$ cat src/sv/wwdm_pkg.sv
// ----------------------------------------------------------------------------
// wwdm_pkg
// Shared types and constants for the wide word divider.
// ----------------------------------------------------------------------------
package wwdm_pkg;

    localparam int LIMB_W    = 64;
    localparam int MAX_LIMBS = 4;
    localparam int MAX_W     = LIMB_W * MAX_LIMBS;

    // command field codes
    localparam logic CMD_QUOTIENT  = 1'b0;
    localparam logic CMD_REMAINDER = 1'b1;

    // controller to datapath
    typedef struct packed {
        logic load;
        logic step;
        logic capture;
    } t_cmd;

endpackage

$ cat src/sv/wwdm_ctrl.sv
// ----------------------------------------------------------------------------
// wwdm_ctrl
// Sequencer: takes a word, counts the shift-subtract steps, then hands the
// result to the output register when that register is free.
// ----------------------------------------------------------------------------
module wwdm_ctrl
    import wwdm_pkg::*;
#(
    parameter int STEP_COUNT = 256
) (
    input  logic i_clk,
    input  logic i_rst_n,
    input  logic i_in_valid,
    output logic o_in_stall,
    output logic o_out_valid,
    input  logic i_out_stall,
    output t_cmd o_cmd
);

    localparam int CNT_W = $clog2(STEP_COUNT);
    localparam logic [CNT_W-1:0] LAST_STEP = CNT_W'(STEP_COUNT - 1);

    typedef enum logic [1:0] {
        S_IDLE,
        S_RUN,
        S_FINISH
    } t_state;

    t_state           r_state;
    logic [CNT_W-1:0] r_count;
    logic             r_out_valid;
    logic             accept_in;
    logic             out_free;

    assign o_in_stall  = (r_state != S_IDLE);
    assign o_out_valid = r_out_valid;
    assign accept_in   = i_in_valid && (r_state == S_IDLE);
    assign out_free    = !r_out_valid || !i_out_stall;

    assign o_cmd.load    = accept_in;
    assign o_cmd.step    = (r_state == S_RUN);
    assign o_cmd.capture = (r_state == S_FINISH) && out_free;

    always_ff @(posedge i_clk) begin
        if (!i_rst_n) begin
            r_state     <= S_IDLE;
            r_count     <= '0;
            r_out_valid <= 1'b0;
        end else begin
            if (o_cmd.capture) begin
                r_out_valid <= 1'b1;
            end else if (!i_out_stall) begin
                r_out_valid <= 1'b0;
            end

            unique case (r_state)
                S_IDLE: begin
                    if (accept_in) begin
                        r_state <= S_RUN;
                        r_count <= '0;
                    end
                end
                S_RUN: begin
                    r_count <= r_count + 1'b1;
                    if (r_count == LAST_STEP) begin
                        r_state <= S_FINISH;
                    end
                end
                S_FINISH: begin
                    if (out_free) begin
                        r_state <= S_IDLE;
                    end
                end
                default: begin
                    r_state <= S_IDLE;
                end
            endcase
        end
    end

endmodule

$ cat src/sv/wwdm_dpath.sv
// ----------------------------------------------------------------------------
// wwdm_dpath
// Restoring divider datapath: partial remainder, dividend/quotient shift
// register, divisor, one wide trial subtractor and the output register.
// ----------------------------------------------------------------------------
module wwdm_dpath
    import wwdm_pkg::*;
#(
    parameter int WORD_W = 256
) (
    input  logic             i_clk,
    input  t_cmd             i_cmd,
    input  logic             i_command,
    input  logic [MAX_W-1:0] i_dividend,
    input  logic [MAX_W-1:0] i_divisor,
    output logic [MAX_W-1:0] o_answer
);

    logic [WORD_W-1:0] r_rem;
    logic [WORD_W-1:0] r_nq;   // dividend bits leave the top, quotient bits enter below
    logic [WORD_W-1:0] r_den;
    logic              r_want_rem;
    logic              r_den_zero;
    logic [MAX_W-1:0]  r_answer;

    logic [WORD_W:0]   shifted;
    logic [WORD_W+1:0] trial;
    logic              fits;
    logic [WORD_W-1:0] n_rem;
    logic [WORD_W-1:0] result;

    assign shifted = {r_rem, r_nq[WORD_W-1]};
    assign trial   = {1'b0, shifted} - {2'b00, r_den};
    assign fits    = !trial[WORD_W+1];
    assign n_rem   = fits ? trial[WORD_W-1:0] : shifted[WORD_W-1:0];

    always_comb begin
        if (r_den_zero) begin
            result = '0;
        end else if (r_want_rem) begin
            result = r_rem;
        end else begin
            result = r_nq;
        end
    end

    always_ff @(posedge i_clk) begin
        if (i_cmd.load) begin
            r_rem      <= '0;
            r_nq       <= i_dividend[WORD_W-1:0];
            r_den      <= i_divisor[WORD_W-1:0];
            r_want_rem <= (i_command == CMD_REMAINDER);
            r_den_zero <= ~|i_divisor[WORD_W-1:0];
        end else if (i_cmd.step) begin
            r_rem <= n_rem;
            r_nq  <= {r_nq[WORD_W-2:0], fits};
        end
        if (i_cmd.capture) begin
            r_answer <= MAX_W'(result);
        end
    end

    assign o_answer = r_answer;

endmodule

$ cat src/sv/wide_word_divide_modulo.sv
// ----------------------------------------------------------------------------
// wide_word_divide_modulo
// Unsigned wide-word divider returning quotient or remainder per command.
// ----------------------------------------------------------------------------
// Unsigned restoring divider over LIMB_COUNT 64-bit limbs (limb 0 least
// significant). Each word is loaded, then takes one shift-and-subtract step
// per quotient bit through a single full-width subtractor, and its result
// is then written into the output register once that register is free.
// One word is in flight at a time; a finished result waits in the output
// register while the next word is taken in. A zero divisor returns zero
// for both quotient and remainder. Input limbs at or above LIMB_COUNT
// are ignored and the matching answer limbs read zero.
// ----------------------------------------------------------------------------
module wide_word_divide_modulo
    import wwdm_pkg::*;
#(
    parameter int LIMB_COUNT = 4
) (
    input  logic              i_clk,
    input  logic              i_rst_n,
    input  logic              i_in_valid,
    output logic              o_in_stall,
    input  logic              i_command,
    input  logic [LIMB_W-1:0] i_dividend_limb0,
    input  logic [LIMB_W-1:0] i_dividend_limb1,
    input  logic [LIMB_W-1:0] i_dividend_limb2,
    input  logic [LIMB_W-1:0] i_dividend_limb3,
    input  logic [LIMB_W-1:0] i_divisor_limb0,
    input  logic [LIMB_W-1:0] i_divisor_limb1,
    input  logic [LIMB_W-1:0] i_divisor_limb2,
    input  logic [LIMB_W-1:0] i_divisor_limb3,
    output logic              o_out_valid,
    input  logic              i_out_stall,
    output logic [LIMB_W-1:0] o_answer_limb0,
    output logic [LIMB_W-1:0] o_answer_limb1,
    output logic [LIMB_W-1:0] o_answer_limb2,
    output logic [LIMB_W-1:0] o_answer_limb3
);

    localparam int WORD_W = LIMB_COUNT * LIMB_W;

    t_cmd             cmd;
    logic [MAX_W-1:0] dividend;
    logic [MAX_W-1:0] divisor;
    logic [MAX_W-1:0] answer;

    assign dividend = {i_dividend_limb3, i_dividend_limb2, i_dividend_limb1, i_dividend_limb0};
    assign divisor  = {i_divisor_limb3, i_divisor_limb2, i_divisor_limb1, i_divisor_limb0};

    wwdm_ctrl #(
        .STEP_COUNT (WORD_W)
    ) u_ctrl (
        .i_clk       (i_clk),
        .i_rst_n     (i_rst_n),
        .i_in_valid  (i_in_valid),
        .o_in_stall  (o_in_stall),
        .o_out_valid (o_out_valid),
        .i_out_stall (i_out_stall),
        .o_cmd       (cmd)
    );

    wwdm_dpath #(
        .WORD_W (WORD_W)
    ) u_dpath (
        .i_clk      (i_clk),
        .i_cmd      (cmd),
        .i_command  (i_command),
        .i_dividend (dividend),
        .i_divisor  (divisor),
        .o_answer   (answer)
    );

    assign o_answer_limb0 = answer[0*LIMB_W +: LIMB_W];
    assign o_answer_limb1 = answer[1*LIMB_W +: LIMB_W];
    assign o_answer_limb2 = answer[2*LIMB_W +: LIMB_W];
    assign o_answer_limb3 = answer[3*LIMB_W +: LIMB_W];

`ifndef SYNTHESIS
    // a taken word keeps the input side closed while it is worked on
    a_busy_after_accept: assert property (@(posedge i_clk) disable iff (!i_rst_n)
        (i_in_valid && !o_in_stall) |=> o_in_stall)
        else $error("input side open right after a word was taken");

    // a new result appears only as the sequencer finishes its word
    a_result_at_finish: assert property (@(posedge i_clk) disable iff (!i_rst_n)
        $rose(o_out_valid) |-> $fell(o_in_stall))
        else $error("result presented without a finished word");

    // loading and stepping never overlap
    a_load_step_excl: assert property (@(posedge i_clk) disable iff (!i_rst_n)
        !(cmd.load && (cmd.step || cmd.capture)))
        else $error("load overlaps step or capture");
`endif

endmodule
$ cat config.mk
export PLATFORM = sky130hd
export DESIGN_NAME = wide_word_divide_modulo
export DESIGN_NICKNAME = d
export VERILOG_FILES = /design/src/sv/wwdm_pkg.sv /design/src/sv/wwdm_ctrl.sv /design/src/sv/wwdm_dpath.sv /design/src/sv/wide_word_divide_modulo.sv
export SDC_FILE = /design/constraint.sdc
export NUM_CORES = 2
export LEC_CHECK = 0
export ABC_AREA = 1
export BUFFER_PORTS_ARGS = -buffer_cell sky130_fd_sc_hd__buf_2
export CORE_MARGIN = 2
export CORE_UTILIZATION = 35
export DETAILED_ROUTE_END_ITERATION = 10
export SYNTH_ARGS = -nofsm -noshare
export SYNTH_HDL_FRONTEND = slang
export SYNTH_SLANG_ARGS = --single-unit
$ cat constraint.sdc
create_clock -name i_clk -period 16.43 [get_ports i_clk]
set_clock_uncertainty 0.2 [all_clocks]
set_input_delay 3.286 -clock i_clk [delete_from_list [all_inputs] [get_ports i_clk]]
set_output_delay 3.286 -clock i_clk [all_outputs]
set_load 0.01 [all_outputs]
==> impl_metrics.sql <==
INSERT INTO impl_metrics (metric_group, metric, value, unit) VALUES
('sta', 'whs', '0.268', 'ns'),
('global_routing', 'grt_overflow_total', '0', ''),
('worst_hold_path', 'min_path_cells', '2', ''),
('pwr', 'total_switching_power', '6740', 'uW'),
('synth', 'largest_family_of_logic_cells_by_synthesized_area', 'simple AND/OR/NAND/NOR gates', ''),
('cts', 'post_cts_buffers', '0', ''),
('route', 'drt.antenna.violating_nets', '0', ''),
('placed_design', 'placed_cell_area', '0.0822', 'mm^2'),
('synth', 'syn_avg_cell_area', '6.41', 'um^2'),
('synth', 'ys_top_cells_by_area', 'sky130_fd_sc_hd__edfxtp_1 31%, sky130_fd_sc_hd__nand2_1 24%, sky130_fd_sc_hd__inv_1 12%', ''),
('setup_path', 'critPathMaxStageDelay', '0.82', 'ns'),
('route', 'total_number_of_vias', '77100', ''),
('cts', 'cts_hold_repair.buffers', '0', ''),
('placed_design', 'placement.io_buffers', '774', ''),
('synth', 'synth_seq_area_share', '37.7', '%'),
('setup_path', 'r2r_setup_slack', '10.39', 'ns'),
('final_layout', 'synthToLayoutAreaGrowth', '14.0', '%'),
('die', 'die_x', '469', 'um'),
('route', 'first_drt_iteration_drcs', '8738', ''),
('synth', 'synth_cell_types', '43', ''),
('pwr', 'report.power.total', '13500', 'uW'),
('pwr', 'power.share.sequential', '26.8', '%'),
('synth', 'total_of_flip_flops_plus_latches_after_synthesis', '1037', ''),
('pwr', 'peakVddDrop', '0.000104', 'V'),
('setup_path', 'critical_path.slowest_cell', 'sky130_fd_sc_hd__buf_4', ''),
('cts', 'clock_buffers_created_by_tritoncts', '113', ''),
('setup_path', 'r2r_end', 'u_dpath.r_rem[211]', ''),
('sta', 'min_period', '6.46', 'ns'),
('cts', 'cts_repair_resize_count', '0', ''),
('pwr', 'power.share.clock', '19.6', '%'),
('final_layout', 'finish.net_count', '13200', ''),
('global_routing', 'grt_max_degree', '187', ''),
('worst_hold_path', 'worstHoldPathType', 'flip-flop to flip-flop', ''),
('pwr', 'power_switching_share', '49.8', '%'),
('route', 'drt_drc_violations_left', '0', ''),
('synth', 'synth_adder_area_share', '4.28', '%'),
('cts', 'cts_tree', 'done', ''),
('route', 'totalWireLength', '371000', 'um'),
('sta', 'timing.final.max_slew_violations', '0', ''),
('synth', 'ys.warnings.count', '0', ''),
('setup_path', 'count_of_cells_along_the_worst_register_to_register_path', '16', ''),
('pwr', 'power_report.internal_total', '6800', 'uW'),
('cts', 'cts_htree_levels', '3', ''),
('status', 'status', 'completed', ''),
('setup_path', 'critical_path_peak_fanout', '186', ''),
('route', 'avgRoutedWirePerCell', '24.1', 'um'),
('cts', 'path_clk_slew', '0.06', 'ns'),
('cts', 'clock_latency', '0.86', 'ns'),
('sta', 'timing.fmax', '0.155', 'GHz'),
('cts', 'clock_tree.root_cell', 'sky130_fd_sc_hd__clkbuf_16', ''),
('global_routing', 'global_route.usage.total', '32.7', '%'),
('synth', 'synthesized_cell_area', '0.0755', 'mm^2'),
('setup_path', 'critical_path_arrival', '6.95', 'ns'),
('setup_path', 'timing.critical_path.to_type', 'flip-flop', ''),
('sta', 'slew-limit-headroom', '6.84', '%'),
('global_routing', 'grt_first_pass_wirelength', '512000', 'um'),
('final_layout', 'filler_instances', '23900', ''),
('setup_path', 'cp_cell_sequence', 'buf_2 > nand2_4 > inv_8 > buf_12 > buf_4 > buf_4 > nand2_1 > nand2_1', ''),
('placed_design', 'gp_congestion', '1.11', ''),
('global_routing', 'initial_antenna_violation_count', '15', ''),
('setup_path', 'critical_path.reg2reg.startpoint', 'u_dpath.r_den[193]', ''),
('die', 'placement_rows', '170', ''),
('worst_hold_path', 'min_from', 'u_ctrl.r_count[7]', ''),
('synth', 'number_of_nets_produced_by_synthesis', '12600', ''),
('die', 'design.core.area', '0.215', 'mm^2'),
('synth', 'area_fraction_in_compound_gates_after_synthesis', '5.78', '%'),
('global_routing', 'first_global_vias', '70900', ''),
('setup_path', 'critical_path.startpoint_type', 'input port', ''),
('sta', 'final-hold-violation-count', '0', ''),
('die', 'die_h', '469', 'um'),
('final_layout', 'post_route_cells_drive_above_1_share', '9.27', '%');
## cells in the final DEF (no fill, tap or decap), drive strengths merged, types with 4 or more instances in the layout
master | synthesis | routed
o21bai | 24 | 24
o21ai | 187 | 187
xor2 | 4 | 4
a21oi | 246 | 246
clkinv | 11 | 46
a211oi | 257 | 257
nand3b | 70 | 70
buf | 87 | 828
nor4 | 74 | 74
xnor2 | 123 | 123
clkinvlp | 0 | 7
diode | 0 | 11
inv | 2517 | 2525
nand4 | 83 | 83
nor2 | 1024 | 1024
nand3 | 713 | 713
ha | 257 | 257
nand2 | 4793 | 4793
and2 | 6 | 6
nor3 | 67 | 67
edfxtp | 770 | 770
bufinv | 0 | 10
dfxtp | 267 | 267
clkbuf | 195 | 155
## metrics by stage
step	std cells	util, %	setup slack [ns]
2_1_floorplan	11800	-	4.46
3_3_place_gp	15200	38.3	9.25
3_5_place_dp	15200	38.3	9.21
4_1_cts	15400	40.1	10.11
5_1_grt	15400	40.1	9.77
6_report	15400	40.1	9.97
## sequential cells by signal, indices dropped and copies added (netlist names)
register	flops
u_dpath.o_answer	256
u_dpath.r_den	256
u_dpath.r_nq	256
u_dpath.r_rem	256
u_ctrl.r_count	8
u_ctrl.r_state	2
u_ctrl.o_out_valid	1
u_dpath.r_den_zero	1
u_dpath.r_want_rem	1
## critical path: cells and delay by family
family / cells / cell delay [ns]
simple gates: 3 / 0.47
buf+inv: 5 / 2.65
## synthesized netlist by cell type, drive strengths merged
library cell     n
a21o             3
nand2         4793
clkbuf         195
xnor2          123
o21a             2
nand4           83
nor4            74
a221oi           3
o21bai          24
a211oi         257
dfxtp          267
o21ai          187
nor2          1024
a21oi          246
nand2b           1
a31oi            1
edfxtp         770
and2             6
xor2             4
clkinv          11
buf             87
fa               1
ha             257
nor3            67
and3             1
nand3b          70
inv           2517
nand3          713
## power groups by stage
stage,clock network [uW],logic [uW],registers [uW]
3_3_place_gp,0,7080,3660
2_1_floorplan,0,4440,3650
6_report,2660,7260,3630
4_1_cts,2700,7110,3620
5_1_grt,2790,7820,3670
3_5_place_dp,0,7080,3670
## how the worst max path moves through the flow
stage / start / slack (ns) / endpoint / cells past startpoint
2_1_floorplan: i_in_valid / 4.46 / u_dpath.r_nq[0] / 6
3_3_place_gp: i_in_valid / 9.25 / u_dpath.r_den[134] / 6
3_5_place_dp: i_in_valid / 9.21 / u_dpath.r_den[132] / 6
4_1_cts: i_in_valid / 10.11 / u_dpath.r_nq[133] / 8
5_1_grt: i_in_valid / 9.77 / u_dpath.r_nq[137] / 8
6_report: i_in_valid / 9.97 / u_dpath.r_nq[133] / 8
## routing by layer
metal | GRT usage [%] | wire, um | vias up | share of wire (%)
met4 | 14.0 | 18100 | 2 | 4.9
li1 | - | - | 37400 | -
met5 | 0 | 13 | - | 0.0035
met2 | 48.5 | 155000 | 3294 | 42
met1 | 47.1 | 171000 | 36000 | 46
met3 | 4.73 | 27900 | 457 | 7.5
## kinds of logic (layout without fill, tap and decap cells)
kind of cell | after synthesis | count (layout)
buffers and inverters | 2810 | 3571
AOI/OAI and AO/OA | 723 | 723
and+or+nand+nor | 6832 | 6832
adders and majority gates | 258 | 258
xor gates and xnor gates | 127 | 127
DFF | 1037 | 1037
other | 0 | 11
## final cells by class
type | count | area, um^2 | share of cell area (%)
multi-input combinational | 7940 | 36400 | 42.2
sequential | 1037 | 28500 | 33.1
inverter | 2528 | 9500 | 11.0
timing repair buffer | 828 | 4330 | 5.03
tap | 2838 | 3550 | 4.12
clock buffer | 155 | 3130 | 3.63
clock inverter | 60 | 717 | 0.833
antenna | 11 | 27.5 | 0.0320
(Power assumes the default switching activity.)
